[src/hdl/assert_macros.svh]
// assertion helpers used by the rtl sequencer
`ifndef ASSERT_MACROS_SVH
`define ASSERT_MACROS_SVH

// same-cycle implication
`define GGS_ASSERT_IMPL(label, clk, rst_n, ante, cons) \
	label: assert property (@(posedge clk) disable iff (!rst_n) (ante) |-> (cons)) \
		else $error("assertion failed: same-cycle implication");

// next-cycle implication
`define GGS_ASSERT_NEXT(label, clk, rst_n, ante, cons) \
	label: assert property (@(posedge clk) disable iff (!rst_n) (ante) |=> (cons)) \
		else $error("assertion failed: next-cycle implication");

`endif

[src/hdl/ggs_pkg.sv]
`default_nettype none
package ggs_pkg;

	localparam int CORDIC_STEPS = 16;
	localparam int ATAN_LEN = 24;
	localparam int CORDIC_N = (CORDIC_STEPS < ATAN_LEN) ? CORDIC_STEPS : ATAN_LEN;
	localparam int CORDIC_CNT_W = $clog2(CORDIC_N);
	localparam int CORDIC_IN_W = 34;
	localparam int CORDIC_W = 37;
	localparam int ANGLE_W = 16;

	localparam int SQRT_STEPS = 32;
	localparam int SQRT_CNT_W = $clog2(SQRT_STEPS);

	localparam logic signed [ANGLE_W-1:0] PI_Q = 16'sd12868;
	localparam logic signed [ANGLE_W-1:0] TWO_PI_Q = 16'sd25736;
	localparam logic signed [ANGLE_W-1:0] HALF_PI_Q = 16'sd6434;

	localparam int POS_W = 32;
	localparam int QUAT_W = 16;
	localparam int GAIN_W = 16;
	localparam int LIN_W = 15;
	localparam int ANG_W = 16;
	localparam int RADIUS_W = 31;
	localparam int FUNC_W = 2;
	localparam int IN_TDATA_W = 128;
	localparam int OUT_TDATA_W = 32;
	localparam int CFG_IDX_W = 3;
	localparam int CFG_DATA_W = 32;
	localparam int QIDX_W = 3;
	localparam logic [QIDX_W-1:0] QPROD_LAST = 3'd7;

	typedef enum logic [FUNC_W-1:0] {
		FUNC_POSE = 2'd0,
		FUNC_TICK = 2'd1,
		FUNC_ARM  = 2'd2
	} func_t;

	typedef enum logic [CFG_IDX_W-1:0] {
		CFG_GOAL_X       = 3'd0,
		CFG_GOAL_Y       = 3'd1,
		CFG_GAIN_LINEAR  = 3'd2,
		CFG_GAIN_HEADING = 3'd3,
		CFG_MAX_LINEAR   = 3'd4,
		CFG_MAX_ANGULAR  = 3'd5,
		CFG_REACH_RADIUS = 3'd6
	} cfg_idx_t;

	typedef enum logic [4:0] {
		OP_NONE,
		OP_POSE,
		OP_DIFF,
		OP_SQX,
		OP_SQY,
		OP_SUM,
		OP_SQRT_GO,
		OP_DIST,
		OP_REACH,
		OP_BEAR_GO,
		OP_BEAR,
		OP_QMUL,
		OP_YAWARG,
		OP_YAW_GO,
		OP_ERR,
		OP_MUL,
		OP_CLAMP,
		OP_PUT
	} dp_op_t;

	typedef enum logic [3:0] {
		S_IDLE,
		S_DIFF,
		S_SQX,
		S_SQY,
		S_SUM,
		S_SQRT_GO,
		S_SQRT_WAIT,
		S_CHECK,
		S_BEAR_WAIT,
		S_QMUL,
		S_YAWARG,
		S_YAW_GO,
		S_YAW_WAIT,
		S_MUL,
		S_CLAMP,
		S_PUT
	} ctrl_state_t;

	typedef struct packed {
		dp_op_t             op;
		logic [QIDX_W-1:0]  qidx;
	} ggs_cmd_t;

	typedef struct packed {
		logic sqrt_done;
		logic cordic_done;
		logic reached;
	} ggs_stat_t;

	// arctan(2^-i) in units of 2^-28 rad
	function automatic logic [27:0] atan_entry(input logic [4:0] i);
		logic [27:0] v;
		case (i)
			5'd0:  v = 28'd210828714;
			5'd1:  v = 28'd124459457;
			5'd2:  v = 28'd65760959;
			5'd3:  v = 28'd33381290;
			5'd4:  v = 28'd16755422;
			5'd5:  v = 28'd8385879;
			5'd6:  v = 28'd4193963;
			5'd7:  v = 28'd2097109;
			5'd8:  v = 28'd1048571;
			5'd9:  v = 28'd524287;
			5'd10: v = 28'd262144;
			5'd11: v = 28'd131072;
			5'd12: v = 28'd65536;
			5'd13: v = 28'd32768;
			5'd14: v = 28'd16384;
			5'd15: v = 28'd8192;
			5'd16: v = 28'd4096;
			5'd17: v = 28'd2048;
			5'd18: v = 28'd1024;
			5'd19: v = 28'd512;
			5'd20: v = 28'd256;
			5'd21: v = 28'd128;
			5'd22: v = 28'd64;
			5'd23: v = 28'd32;
			default: v = 28'd0;
		endcase
		return v;
	endfunction

endpackage
`default_nettype wire

[src/hdl/ggs_ctrl.sv]
`default_nettype none
`include "assert_macros.svh"
// sequencer: takes pose and arm items and steps the datapath through one control tick
module ggs_ctrl (
	input  wire logic                          clk,
	input  wire logic                          arst_n,
	input  wire logic                          s_tvalid,
	output logic                               s_tready,
	input  wire logic [ggs_pkg::FUNC_W-1:0]    func,
	output logic                               m_tvalid,
	input  wire logic                          m_tready,
	output ggs_pkg::ggs_cmd_t                  cmd,
	input  wire ggs_pkg::ggs_stat_t            stat
);

	ggs_pkg::ctrl_state_t state_q, state_d;
	logic armed_q;
	logic m_valid_q;
	logic [ggs_pkg::QIDX_W-1:0] qidx_q;
	ggs_pkg::func_t f;
	logic out_free;

	assign f = ggs_pkg::func_t'(func);
	assign out_free = !m_valid_q || m_tready;

	always_comb begin
		state_d = state_q;
		unique case (state_q)
			ggs_pkg::S_IDLE:
				if (s_tvalid && f == ggs_pkg::FUNC_TICK && armed_q) state_d = ggs_pkg::S_DIFF;
			ggs_pkg::S_DIFF:      state_d = ggs_pkg::S_SQX;
			ggs_pkg::S_SQX:       state_d = ggs_pkg::S_SQY;
			ggs_pkg::S_SQY:       state_d = ggs_pkg::S_SUM;
			ggs_pkg::S_SUM:       state_d = ggs_pkg::S_SQRT_GO;
			ggs_pkg::S_SQRT_GO:   state_d = ggs_pkg::S_SQRT_WAIT;
			ggs_pkg::S_SQRT_WAIT: if (stat.sqrt_done) state_d = ggs_pkg::S_CHECK;
			ggs_pkg::S_CHECK:
				state_d = stat.reached ? ggs_pkg::S_PUT : ggs_pkg::S_BEAR_WAIT;
			ggs_pkg::S_BEAR_WAIT: if (stat.cordic_done) state_d = ggs_pkg::S_QMUL;
			ggs_pkg::S_QMUL:
				if (qidx_q == ggs_pkg::QPROD_LAST) state_d = ggs_pkg::S_YAWARG;
			ggs_pkg::S_YAWARG:    state_d = ggs_pkg::S_YAW_GO;
			ggs_pkg::S_YAW_GO:    state_d = ggs_pkg::S_YAW_WAIT;
			ggs_pkg::S_YAW_WAIT:  if (stat.cordic_done) state_d = ggs_pkg::S_MUL;
			ggs_pkg::S_MUL:       state_d = ggs_pkg::S_CLAMP;
			ggs_pkg::S_CLAMP:     state_d = ggs_pkg::S_PUT;
			ggs_pkg::S_PUT:       if (out_free) state_d = ggs_pkg::S_IDLE;
			default:              state_d = ggs_pkg::S_IDLE;
		endcase
	end

	always_comb begin
		cmd.op   = ggs_pkg::OP_NONE;
		cmd.qidx = qidx_q;
		s_tready = (state_q == ggs_pkg::S_IDLE);
		unique case (state_q)
			ggs_pkg::S_IDLE:
				if (s_tvalid && f == ggs_pkg::FUNC_POSE) cmd.op = ggs_pkg::OP_POSE;
			ggs_pkg::S_DIFF:      cmd.op = ggs_pkg::OP_DIFF;
			ggs_pkg::S_SQX:       cmd.op = ggs_pkg::OP_SQX;
			ggs_pkg::S_SQY:       cmd.op = ggs_pkg::OP_SQY;
			ggs_pkg::S_SUM:       cmd.op = ggs_pkg::OP_SUM;
			ggs_pkg::S_SQRT_GO:   cmd.op = ggs_pkg::OP_SQRT_GO;
			ggs_pkg::S_SQRT_WAIT: if (stat.sqrt_done) cmd.op = ggs_pkg::OP_DIST;
			ggs_pkg::S_CHECK:
				cmd.op = stat.reached ? ggs_pkg::OP_REACH : ggs_pkg::OP_BEAR_GO;
			ggs_pkg::S_BEAR_WAIT: if (stat.cordic_done) cmd.op = ggs_pkg::OP_BEAR;
			ggs_pkg::S_QMUL:      cmd.op = ggs_pkg::OP_QMUL;
			ggs_pkg::S_YAWARG:    cmd.op = ggs_pkg::OP_YAWARG;
			ggs_pkg::S_YAW_GO:    cmd.op = ggs_pkg::OP_YAW_GO;
			ggs_pkg::S_YAW_WAIT:  if (stat.cordic_done) cmd.op = ggs_pkg::OP_ERR;
			ggs_pkg::S_MUL:       cmd.op = ggs_pkg::OP_MUL;
			ggs_pkg::S_CLAMP:     cmd.op = ggs_pkg::OP_CLAMP;
			ggs_pkg::S_PUT:       if (out_free) cmd.op = ggs_pkg::OP_PUT;
			default:              cmd.op = ggs_pkg::OP_NONE;
		endcase
	end

	always_ff @(posedge clk or negedge arst_n) begin
		if (!arst_n) begin
			state_q   <= ggs_pkg::S_IDLE;
			armed_q   <= 1'b0;
			m_valid_q <= 1'b0;
			qidx_q    <= '0;
		end else begin
			state_q <= state_d;
			qidx_q  <= (state_q == ggs_pkg::S_QMUL) ? qidx_q + 1'b1 : '0;
			if (state_q == ggs_pkg::S_IDLE && s_tvalid && f == ggs_pkg::FUNC_ARM)
				armed_q <= 1'b1;
			else if (state_q == ggs_pkg::S_CHECK && stat.reached)
				armed_q <= 1'b0;
			if (cmd.op == ggs_pkg::OP_PUT)
				m_valid_q <= 1'b1;
			else if (m_tready)
				m_valid_q <= 1'b0;
		end
	end

	assign m_tvalid = m_valid_q;

	`GGS_ASSERT_IMPL(a_run_armed, clk, arst_n, state_q == ggs_pkg::S_DIFF, armed_q)
	`GGS_ASSERT_NEXT(a_reach_disarm, clk, arst_n, state_q == ggs_pkg::S_CHECK && stat.reached, !armed_q && state_q == ggs_pkg::S_PUT)
	`GGS_ASSERT_NEXT(a_put_valid, clk, arst_n, cmd.op == ggs_pkg::OP_PUT, m_valid_q)

endmodule
`default_nettype wire

[config.mk]
export PLATFORM = sky130hd
export DESIGN_NAME = ggs_ctrl
export DESIGN_NICKNAME = d
export VERILOG_FILES = /design/src/hdl/ggs_pkg.sv /design/src/hdl/ggs_ctrl.sv
export VERILOG_INCLUDE_DIRS = /design/src /design/src/hdl
export SDC_FILE = /design/constraint.sdc
export NUM_CORES = 1
export LEC_CHECK = 0
export BUFFER_PORTS_ARGS = -buffer_cell sky130_fd_sc_hd__buf_2
export CAP_MARGIN = 20
export CORE_MARGIN = 5
export CORE_UTILIZATION = 48
export DETAILED_ROUTE_END_ITERATION = 7
export PLACE_DENSITY = 0.75
export SYNTH_ARGS = -nofsm -noshare
export SYNTH_HDL_FRONTEND = slang
export SYNTH_SLANG_ARGS = --single-unit
export TNS_END_PERCENT = 20
[constraint.sdc]
create_clock -name clk -period 1.86 [get_ports clk]
set_input_delay 0.279 -clock clk [delete_from_list [all_inputs] [get_ports clk]]
set_output_delay 0.279 -clock clk [all_outputs]
set_load 0.01 [all_outputs]
; Word-level counts from Yosys, hierarchy flattened
; Cells that the tools add are included.
[word_totals]
register_bits = 9
inputBits = 9
out_inout_bits = 10
word_cells = 63
[op_classes]
add_sub_neg = 1
n_eq_ne = 25
n_mux = 20
n_reduce_logical = 13
[op_table]
columns = cell, n
row1 = case mux 5 bit (16 select lines), 1
row2 = case mux 4 bit (16 select lines), 1
row3 = "equality test 4 bit, second input constant", 8
row4 = 2-to-1 mux 4 bit, 8
row5 = "equality test 4 x 3 -> 1 bit, second input constant", 4
row6 = "inequality test 2 bit, second input constant", 5
row7 = 2-to-1 mux 3 bit, 3
row8 = "equality test 4 x 2 -> 1 bit, second input constant", 2
row9 = logical AND 1 bit, 6
row10 = 2-to-1 mux 1 bit, 6
row11 = AND reduction 6 bit, 1
row12 = "equality test 5 bit, second input constant", 1
row13 = 2-to-1 mux 5 bit, 1
row14 = "equality test 4 x 1 -> 1 bit, second input constant", 1
row15 = zero test 4 bit, 1
row16 = nonzero test 2 bit, 2
row17 = "adder 3 x 1 -> 3 bit, second input constant", 1
row18 = "equality test 3 bit, second input constant", 1
row19 = "equality test 2 x 1 -> 1 bit, second input constant", 1
row20 = "equality test 2 bit, second input constant", 1
row21 = zero test 2 bit, 1
row22 = "inequality test 2 x 1 -> 1 bit, second input constant", 1
row23 = zero test 1 bit, 1
row24 = logical OR 1 bit, 1

; Longest topological paths before layout
; Gate-level depths: netlist (run 1).
[logic_depth]
ltp_word = 6
mapped_depth = 6
mapped_depth_nobuf = 6

; Worst setup path after synthesis (run 1)
; Ideal clock, no wire load.
[synth_timing]
kind = reg-to-reg
startpoint = register qidx_q[0] in the netlist's numbering
endpoint = register state_q[1]
setup_ps = 128
t_arrival_ps = 1444
required_ps = 1732
slack_ps = 288
path_stages_with_launch = 7
n_path_buf = 0
period_less_slack_ps = 1572
cell_sequence = dfrtp_1 > ha_1 > ha_1 > or3_1 > a21o_1 > a21oi_1 > a31oi_1
[synth_via]
elab_chain_cells = 3
[synth_lines]
columns = item, line_no
row1 = start: declaration, ggs_ctrl.sv:19  ; logic [ggs_pkg::QIDX_W-1:0] qidx_q;
row2 = start signal: assignment, ggs_ctrl.sv:87  ; qidx_q <= (state_q == ggs_pkg::S_QMUL) ? qidx_q + 1'b1 : '0;
row3 = equality test 3 bit, ggs_ctrl.sv:41  ; if (qidx_q == ggs_pkg::QPROD_LAST) state_d = ggs_pkg::S_YAWARG;
row4 = inequality test 2 bit (no source line), -
row5 = AND reduction 6 bit (no source line), -
row6 = end signal: assignment, ggs_ctrl.sv:81  ; state_q <= ggs_pkg::S_IDLE;
row7 = end signal: assignment, ggs_ctrl.sv:86  ; state_q <= state_d;
row8 = end: declaration, ggs_ctrl.sv:16  ; ggs_pkg::ctrl_state_t state_q, state_d;
; No other way between the ends.
; A chain may end at the register's enable or synchronous reset.

==> results.ini, run 1 <==
[outcome]
status = complete, no violations

[global_route]
grt_pass1_wl_um = 2700
grt_antenna_before_repair = 0
grt_max_degree = 16
overflow = 0
first_global_vias = 634
track_usage = 0.172

[synthesis]
async_flop_share = 1.00
synth-seq-cells = 9
synth-edff-count = 0
yosys_warnings = 0
syn_inst = 79
synth_cell_types = 32
synth-seq-area-share = 0.339
syn_area_um2 = 664
syn-mean-instance-area_um2 = 8.41
synth_top_flop_cell = dfrtp_1
syn_nets = 90

[power_and_ir_drop]
ir_drop_mv = 0.812
p_leak_uw = 0.000426
power_density_mw_per_mm2 = 1680

[layout]
layoutNonFillerInstCount = 122
final_area_um2 = 863
syn_to_final_growth_pct = 29.9
nets = 119
post-route-util = 0.663
diodes = 0
fillers = 117
final_layout_size_suffix_gt1_frac = 0.364

[clocking]
ctsLongestPathBuffers = 2
h-tree-depth = 1
numCtsBuffers = 3
cts-root-buf = clkbuf_4
clock-sinks = 9
clk_latency_ns = 0.25
cts_tree = built
cts.reportedPaths.clkPinSlew_ns = 0.06

[sta]
worstMarginPinSlew_ns = 0.242
min_period_ns = 1.77
fin_skew_ns = 0.00513
maxSlewHeadroom = 0.837
rsz0062_at_grt = false
setup_violations = 0
hold_viol = 0
finalCritPeriodShare = 0.951
fin_tns_setup_ns = 0
slew_viol_final = 0
max_freq_ghz = 0.565

[floorplan]
die_x_um = 47.2
initial_core_util = 0.511
fp.dieH_um = 47.2
ios = 19
rows = 13
core_mm2 = 0.00130
die_area_mm2 = 0.00223

[detailed_routing]
post_drt_wl_per_cell_um = 13.7
drt_iter0_drc = 11
vias_per_cell = 5.58
drtAntennaViolNets = 0
wirelength_um = 1670
drcViolationCount = 0
drt_first_pass_iters = 2
vias = 681

[critical_path]
path_common_cell = buf_4
cp_data_arrival_time_ns = 1.49
start_kind = register
max_stage_delay_ns = 0.46
path_max_fanout = 6
critPathSlowestCell = dfrtp_2
end_kind = primary output
crit_required_ns = 1.58
crit_type = register to primary output
path_cells = buf_4 > buf_4 > a31oi_1 > o221ai_2 > buf_2

[placement]
placedInstanceArea_um2 = 763
gp_congestion = 0.781
place_inst = 110
dp_hpwl_um = 1200
place.port_buffers = 18

[flow_run]
maxCapViolCount = 0

[hold_path]
hold_class = input port to register

## synthesized netlist by cell type, types with 2 or more instances
cell,instances,area [um^2]
dfrtp_1,9,225
a21oi_1,7,35.0
nand2_1,6,22.5
buf_2,5,25.0
nor2_1,5,18.8
o21ai_0,5,25.0
a211oi_1,3,22.5
a31oi_1,3,18.8
inv_1,3,11.3
nor3_1,3,15.0
a21o_1,2,15.0
and2_1,2,12.5
buf_6,2,22.5
ha_1,2,25.0
nand2b_1,2,12.5
nand3b_1,2,15.0
nor2b_1,2,12.5
o21ai_1,2,10.0
## area by class of cell
cell class	instances	area, um^2	area share
multi-input combinational	60	387	0.448
timing repair buffer	31	190	0.220
clock buffer	4	26.3	0.0304
sequential	9	230	0.267
inverter	3	11.3	0.0130
tap	15	18.8	0.0217
## path summary, 6_finish.rpt
check / startpoint / to / slack [ns] / depth (start not counted)
setup / recovery: state_q[3]$_DFFE_PN0P_ / cmd[3] / 0.09 / 5
hold / removal: m_tready / m_tvalid$_DFFE_PN0P_ / 0.36 / 3
setup reg to reg: state_q[1]$_DFFE_PN0P_ / state_q[1]$_DFFE_PN0P_ / 0.22 / 6
hold reg to reg: qidx_q[0]$_DFF_PN0_ / qidx_q[0]$_DFF_PN0_ / 0.47 / 1
max in group asynchronous: arst_n / state_q[0]$_DFFE_PN0P_ / 1.28 / 2
min in group asynchronous: arst_n / m_tvalid$_DFFE_PN0P_ / 0.39 / 2
## flip-flops by register name (all words and copies together), names as in the netlist
name,flops
state_q,4
qidx_q,3
armed_q,1
m_tvalid,1
## cells by family (layout without fill, tap and decap cells)
kind of cell               count (synthesis)  count (layout)  synth area share
adders and majority gates                  2               2            0.0377
buffers and inverters                     10              38            0.0885
DFF                                        9               9             0.339
and+or+nand+nor                           31              31             0.284
AOI/OAI and AO/OA                         27              27             0.250
## cells in the final DEF, fill, tap and decap left out
cell and instances:
buf_2 18, buf_4 12, a21oi_1 7, nand2_1 6
o21ai_0 5, nor2_1 5, dfrtp_1 5, dfrtp_2 4
inv_1 3, a211oi_1 3, a31oi_1 3, nor3_1 3
clkbuf_4 3, nor2b_1 2, nand3b_1 2, nand2b_1 2
and2_1 2, a21o_1 2, o21ai_1 2, ha_1 2
nor4_4 1, a22oi_1 1, nand4b_1 1, and4_1 1
o221ai_2 1, and3_1 1, nor4_1 1, nand3_1 1
o21bai_1 1, or3_1 1, nand4_1 1, o22ai_1 1
or4bb_1 1, a21bo_1 1, clkbuf_1 1, dlygate4sd3_1 1
## metal layers
| layer | wire length (um) | GRT usage |
|---|---|---|
| met3 | 57 | 0.0153 |
| met2 | 823 | 0.287 |
| met5 | 0 | 0 |
| met1 | 733 | 0.215 |
| met4 | 59 | 0.0994 |
## report_power, final
| group | internal (uW) | switching (uW) | total, uW |
|---|---|---|---|
| sequential | 274 | 128 | 403 |
| combinational | 439 | 464 | 903 |
| clock | 82.1 | 59.4 | 141 |
| total | 796 | 651 | 1450 |
## through the flow
stage | hold WS, ns | power [uW] | setup slack, ns
floorplan | -0.0166 | 954 | 0.288
global placement | 0.132 | 1150 | 0.270
detailed placement | 0.134 | 1180 | 0.216
CTS | 0.337 | 1340 | 0.00921
global route | 0.371 | 1590 | 0.000438
finish | 0.363 | 1450 | 0.0905
## critical path, delay by kind of cell (launching register included)
family | cells | cell delay [ns]
DFF | 1 | 0.46
AOI/OAI and AO/OA | 2 | 0.34
buffers and inverters | 3 | 0.44
## what timing repair did
item	in CTS	in global routing
gates resized for setup	3	2
setup buffers	1	6
hold endpoints to repair	9	0
endpoints found under the setup margin	1	1
hold buffers	1	0
pin swaps	1	0
Note: power is estimated with default switching activity, not from simulation.
==> inputs of run 2 (changes only) <==
MAX_ROUTING_LAYER = met4   (was unset)
==> results.ini, run 2 (synthesized netlist as in run 1, its figures left out) <==
[sta]
maxSlewHeadroom = 0.837
min_period_ns = 1.77
rsz0062_at_grt = false
worstMarginPinSlew_ns = 0.242
fin_skew_ns = 0.00380
finalCritPeriodShare = 0.951
hold_viol = 0
max_freq_ghz = 0.565
fin_tns_setup_ns = 0
setup_violations = 0
slew_viol_final = 0

[global_route]
overflow = 0
first_global_vias = 633
grt_pass1_wl_um = 2700
grt_antenna_before_repair = 0
grt_max_degree = 16
track_usage = 0.178

[flow_run]
maxCapViolCount = 0

[clocking]
clk_latency_ns = 0.25
clock-sinks = 9
ctsLongestPathBuffers = 2
numCtsBuffers = 3
cts_tree = built
cts-root-buf = clkbuf_4
h-tree-depth = 1
cts.reportedPaths.clkPinSlew_ns = 0.06

[outcome]
status = complete, no violations

[floorplan]
rows = 13
die_area_mm2 = 0.00223
initial_core_util = 0.511
die_x_um = 47.2
ios = 19
core_mm2 = 0.00130
fp.dieH_um = 47.2

[detailed_routing]
drt_iter0_drc = 11
post_drt_wl_per_cell_um = 13.7
drcViolationCount = 0
vias_per_cell = 5.57
wirelength_um = 1680
drt_first_pass_iters = 2
drtAntennaViolNets = 0
vias = 680

[layout]
syn_to_final_growth_pct = 29.9
final_cell_mix = 18 x buf_2, 12 x buf_4, 7 x a21oi_1, 6 x nand2_1
largest_register = state_q
final_layout_size_suffix_gt1_frac = 0.364
nets = 119
final_area_um2 = 863
largestRegisters = state_q (4), qidx_q (3)
diodes = 0
final_common_cell = buf_2
largest_register_ffs = 4

[hold_path]
min_from = m_tready
holdPathStages = 3
whs_endpoint = m_tvalid$_DFFE_PN0P_
hold_class = input port to register

[power_and_ir_drop]
p_leak_uw = 0.000426
ir_drop_mv = 0.812
power_density_mw_per_mm2 = 1680

[placement]
placedInstanceArea_um2 = 763
gp_congestion = 0.792
place.port_buffers = 18
dp_hpwl_um = 1200

[critical_path]
crit_type = register to primary output
startpoint = state_q[3]$_DFFE_PN0P_
path_max_fanout = 6
regToRegEndpoint = state_q[1]$_DFFE_PN0P_
start_kind = register
end_kind = primary output
regToRegSetupSlack_ns = 0.22
cp_data_arrival_time_ns = 1.49
crit_required_ns = 1.58
r2r_start = state_q[1]$_DFFE_PN0P_
rr_worst_depth = 6

[run 2: cell counts in the layout (fill, tap and decap cells not counted)]
Identical to the previous run, type by type.
[run 2: timing repair]
| item | in CTS | in global routing |
|---|---|---|
| pin swaps | 1 | 0 |
| setup endpoints to repair | 1 | 1 |
| setup buffers | 1 | 6 |
| hold endpoints to repair | 9 | 0 |
| gates resized for setup | 3 | 2 |
| hold buffers | 1 | 0 |
[run 2: per-stage QoR]
stage | utilization | total power (uW) | hold WS (ns) | setup WS [ns] | std cells
floorplan | - | 954 | -0.0166 | 0.288 | 79
global placement | 0.587 | 1150 | 0.132 | 0.270 | 110
detailed placement | 0.587 | 1180 | 0.134 | 0.216 | 110
CTS | 0.623 | 1340 | 0.337 | 0.00921 | 116
global route | 0.663 | 1590 | 0.371 | 0.000436 | 122
finish | 0.663 | 1450 | 0.363 | 0.0905 | 122
[run 2: cell type report]
cell class / count / area (um^2)
Clock buffer: 4 / 26.3
Fill cell: 117 / 438
Inverter: 3 / 11.3
Sequential cell: 9 / 230
Multi-Input combinational cell: 60 / 387
Tap cell: 15 / 18.8
Timing Repair Buffer: 31 / 190
[run 2: worst max-delay path by stage]
| stage | to | slack (ns) | cells after the start |
|---|---|---|---|
| 2_1_floorplan | state_q[1]$_DFFE_PN0P_ | 0.29 | 6 |
| 3_3_place_gp | state_q[1]$_DFFE_PN0P_ | 0.27 | 6 |
| 3_5_place_dp | cmd[3] | 0.22 | 5 |
| 4_1_cts | cmd[3] | 0.009 | 5 |
| 5_1_grt | cmd[3] | 0.0004 | 5 |
| 6_report | cmd[3] | 0.09 | 5 |
[run 2: report_power, final]
| part | switching, uW | leakage (uW) | internal, uW |
|---|---|---|---|
| clock network | 60.3 | 0.0000150 | 82.2 |
| registers | 128 | 0.000110 | 274 |
| logic | 464 | 0.000301 | 439 |
| total | 652 | 0.000426 | 796 |
[run 2: layer usage]
metal	routed length [um]	track usage
met1	739	0.215
met5	0	-
met2	823	0.287
met3	53	0.0153
met4	59	0.0994
[run 2: critical path, cell delays in order (launching register included)]
cell and delay [ns]:
dfrtp_2 0.46, buf_4 0.15, buf_4 0.14, a31oi_1 0.22
o221ai_2 0.12, buf_2 0.15
==> inputs of run 3 (changes only) <==
ABC_AREA = 1   (was unset)
PLACE_DENSITY = 0.73   (was 0.75)
==> results.ini, run 3 <==
[layout]
diodes = 0
largest_register_ffs = 4
final_common_cell = nand2_1
final_layout_size_suffix_gt1_frac = 0.420
final_cell_mix = 21 x nand2_1, 18 x buf_2, 12 x inv_1, 10 x nor2_1, 10 x nand3_1
nets = 150
fillers = 125
seq_area_um2 = 229
multi_input_area_um2 = 484
largestRegisters = state_q (4), qidx_q (3)
final_area_um2 = 976
syn_to_final_growth_pct = 31.3
largest_register = state_q
layoutNonFillerInstCount = 154

[global_route]
overflow = 0
track_usage = 0.172
grt_pass1_wl_um = 3220
grt_antenna_before_repair = 0
grt_max_degree = 10
first_global_vias = 728

[critical_path]
path_max_fanout = 6
max_stage_delay_ns = 0.45
crit_type = register to primary output
startpoint = state_q[0]$_DFFE_PN0P_
end_kind = primary output
crit_required_ns = 1.58
critPathBufInv = 3
start_kind = register
critPathSlowestCell = dfrtp_2
crit_family = flip-flops
path_cells = inv_4 > buf_4 > nor3_1 > nor3_2 > nand3_2 > buf_2
cp_data_arrival_time_ns = 1.50
r2r_start = state_q[0]$_DFFE_PN0P_

[synthesis]
yosysTopAreaCell = dfrtp_1
synth.area.top_cells = dfrtp_1 30%, nand2_1 13%, nand3_1 6.7%
syn-mean-instance-area_um2 = 6.82
yosys_warnings = 0
synth_top_area_share = 0.303
synth-seq-cells = 9
synth.top_cells.by_count = 25 x nand2_1, 13 x inv_1, 11 x nor2_1
synth_top_flop_cell = dfrtp_1
synth_cell_types = 24
syn_nets = 120
syn_inst = 109
async_flop_share = 1.00
synth.most_common_cell = nand2_1
synth-edff-count = 0
syn_area_um2 = 743
synth-seq-area-share = 0.303

[sta]
finalHoldWorstSlack_ns = 0.251
finalCritPeriodShare = 0.959
fin_tns_setup_ns = 0
max_freq_ghz = 0.561
worstMarginPinSlew_ns = 0.316
hold_viol = 0
setup_violations = 0
slew_viol_final = 0
min_period_ns = 1.78
fin_skew_ns = 0.00173
maxSlewHeadroom = 0.787

[placement]
dp_hpwl_um = 1500
placedInstanceArea_um2 = 842
place.port_buffers = 18
place_inst = 142
gp_congestion = 0.908

[power_and_ir_drop]
total_power_uw = 1610
pwr-share-seq = 0.228
ir_drop_mv = 0.808
power_density_mw_per_mm2 = 1650
p_int_uw = 791
switching_share = 0.509
p_clk_frac = 0.095
p_leak_uw = 0.000550
switchingPower_uw = 821
p_comb_frac = 0.678

[clocking]
cts_tree = built
cts.reportedPaths.clkPinSlew_ns = 0.06
cts-root-buf = clkbuf_4
numCtsBuffers = 3
clock-sinks = 9
h-tree-depth = 1
ctsLongestPathBuffers = 2
clk_latency_ns = 0.27

[detailed_routing]
post_drt_wl_per_cell_um = 13.6
drt_iter0_drc = 18
drt_first_pass_iters = 4
drtAntennaViolNets = 0
vias_per_cell = 5.53
wirelength_um = 2100
drcViolationCount = 0
vias = 852

[floorplan]
ios = 19
core_mm2 = 0.00149
die_x_um = 49.4
fp.dieH_um = 49.4
rows = 14
die_area_mm2 = 0.00244
initial_core_util = 0.499

[hold_path]
min_from = m_tready
hold_class = input port to register

[outcome]
status = complete, no violations

[flow_run]
maxCapViolCount = 0

-- run 3: cell count changes after synthesis, sizes merged, moves of 2 or more --
cell,change
nor2b,-2
a211oi,-3
nor2,+11
o21bai,+3
nand2,+26
inv,+13
buf,-6
nand2b,-2
nand3,+11
a21o,-2
a21oi,-5
nor4,-2
a31oi,-3
-- run 3: repair_timing --
| item | CTS | global route |
|---|---|---|
| endpoints found under the setup margin | 1 | 3 |
| pin swaps | 0 | 3 |
| gates resized for setup | 1 | 14 |
| endpoints found under the hold margin | 9 | 0 |
| hold buffers | 1 | 0 |
| setup buffers | 2 | 5 |
-- run 3: final timing paths --
kind                                           to  slack [ns]  cells after the start
setup reg to reg           state_q[1]$_DFFE_PN0P_        0.48                      8
max in group asynchronous  state_q[2]$_DFFE_PN0P_        1.27                      2
hold reg to reg               qidx_q[0]$_DFF_PN0_        0.46                      1
setup / recovery                           cmd[3]        0.08                      6
hold / removal               m_tvalid$_DFFE_PN0P_        0.25                      2
min in group asynchronous    m_tvalid$_DFFE_PN0P_        0.39                      2
-- run 3: kinds of logic after synthesis --
group / synth area share
and+or+nand+nor: 0.463
DFF: 0.303
buffers and inverters: 0.0960
AOI/OAI and AO/OA: 0.104
adders and majority gates: 0.0337
-- run 3: area by class of cell --
class,instances,share of cell area
timing repair buffer,26,0.156
clock inverter,1,0.00513
clock buffer,3,0.0231
inverter,16,0.0641
tap,16,0.0205
multi-input combinational,83,0.496
sequential,9,0.235
-- run 3: layer usage --
metal	GRT usage	part of all wire
met1	0.212	0.39
met2	0.264	0.51
met3	0.0642	0.082
met4	0.0448	0.025
met5	-	0
-- run 3: worst reg2reg max path, cell delays in order (launching register included) --
cell and delay (ns):
dfrtp_2 0.45, inv_4 0.08, buf_4 0.15, nor2_2 0.18, nand3_2 0.12, nand2_2 0.11, nor2_4 0.05, nand3_1 0.06
nand2_1 0.07
-- run 3: through the flow --
| stage | utilization | setup slack (ns) |
|---|---|---|
| floorplan | - | 0.479 |
| global placement | 0.566 | 0.269 |
| detailed placement | 0.566 | 0.263 |
| CTS | 0.602 | 0.00167 |
| global route | 0.655 | -0.0157 |
| finish | 0.655 | 0.0767 |
-- run 3: power by group through the flow --
stage,Sequential (uW),Clock [uW],Combinational [uW]
global route,375,172,1190
floorplan,317,0,681
CTS,350,158,913
finish,367,152,1090
detailed placement,351,0,875
global placement,350,0,862
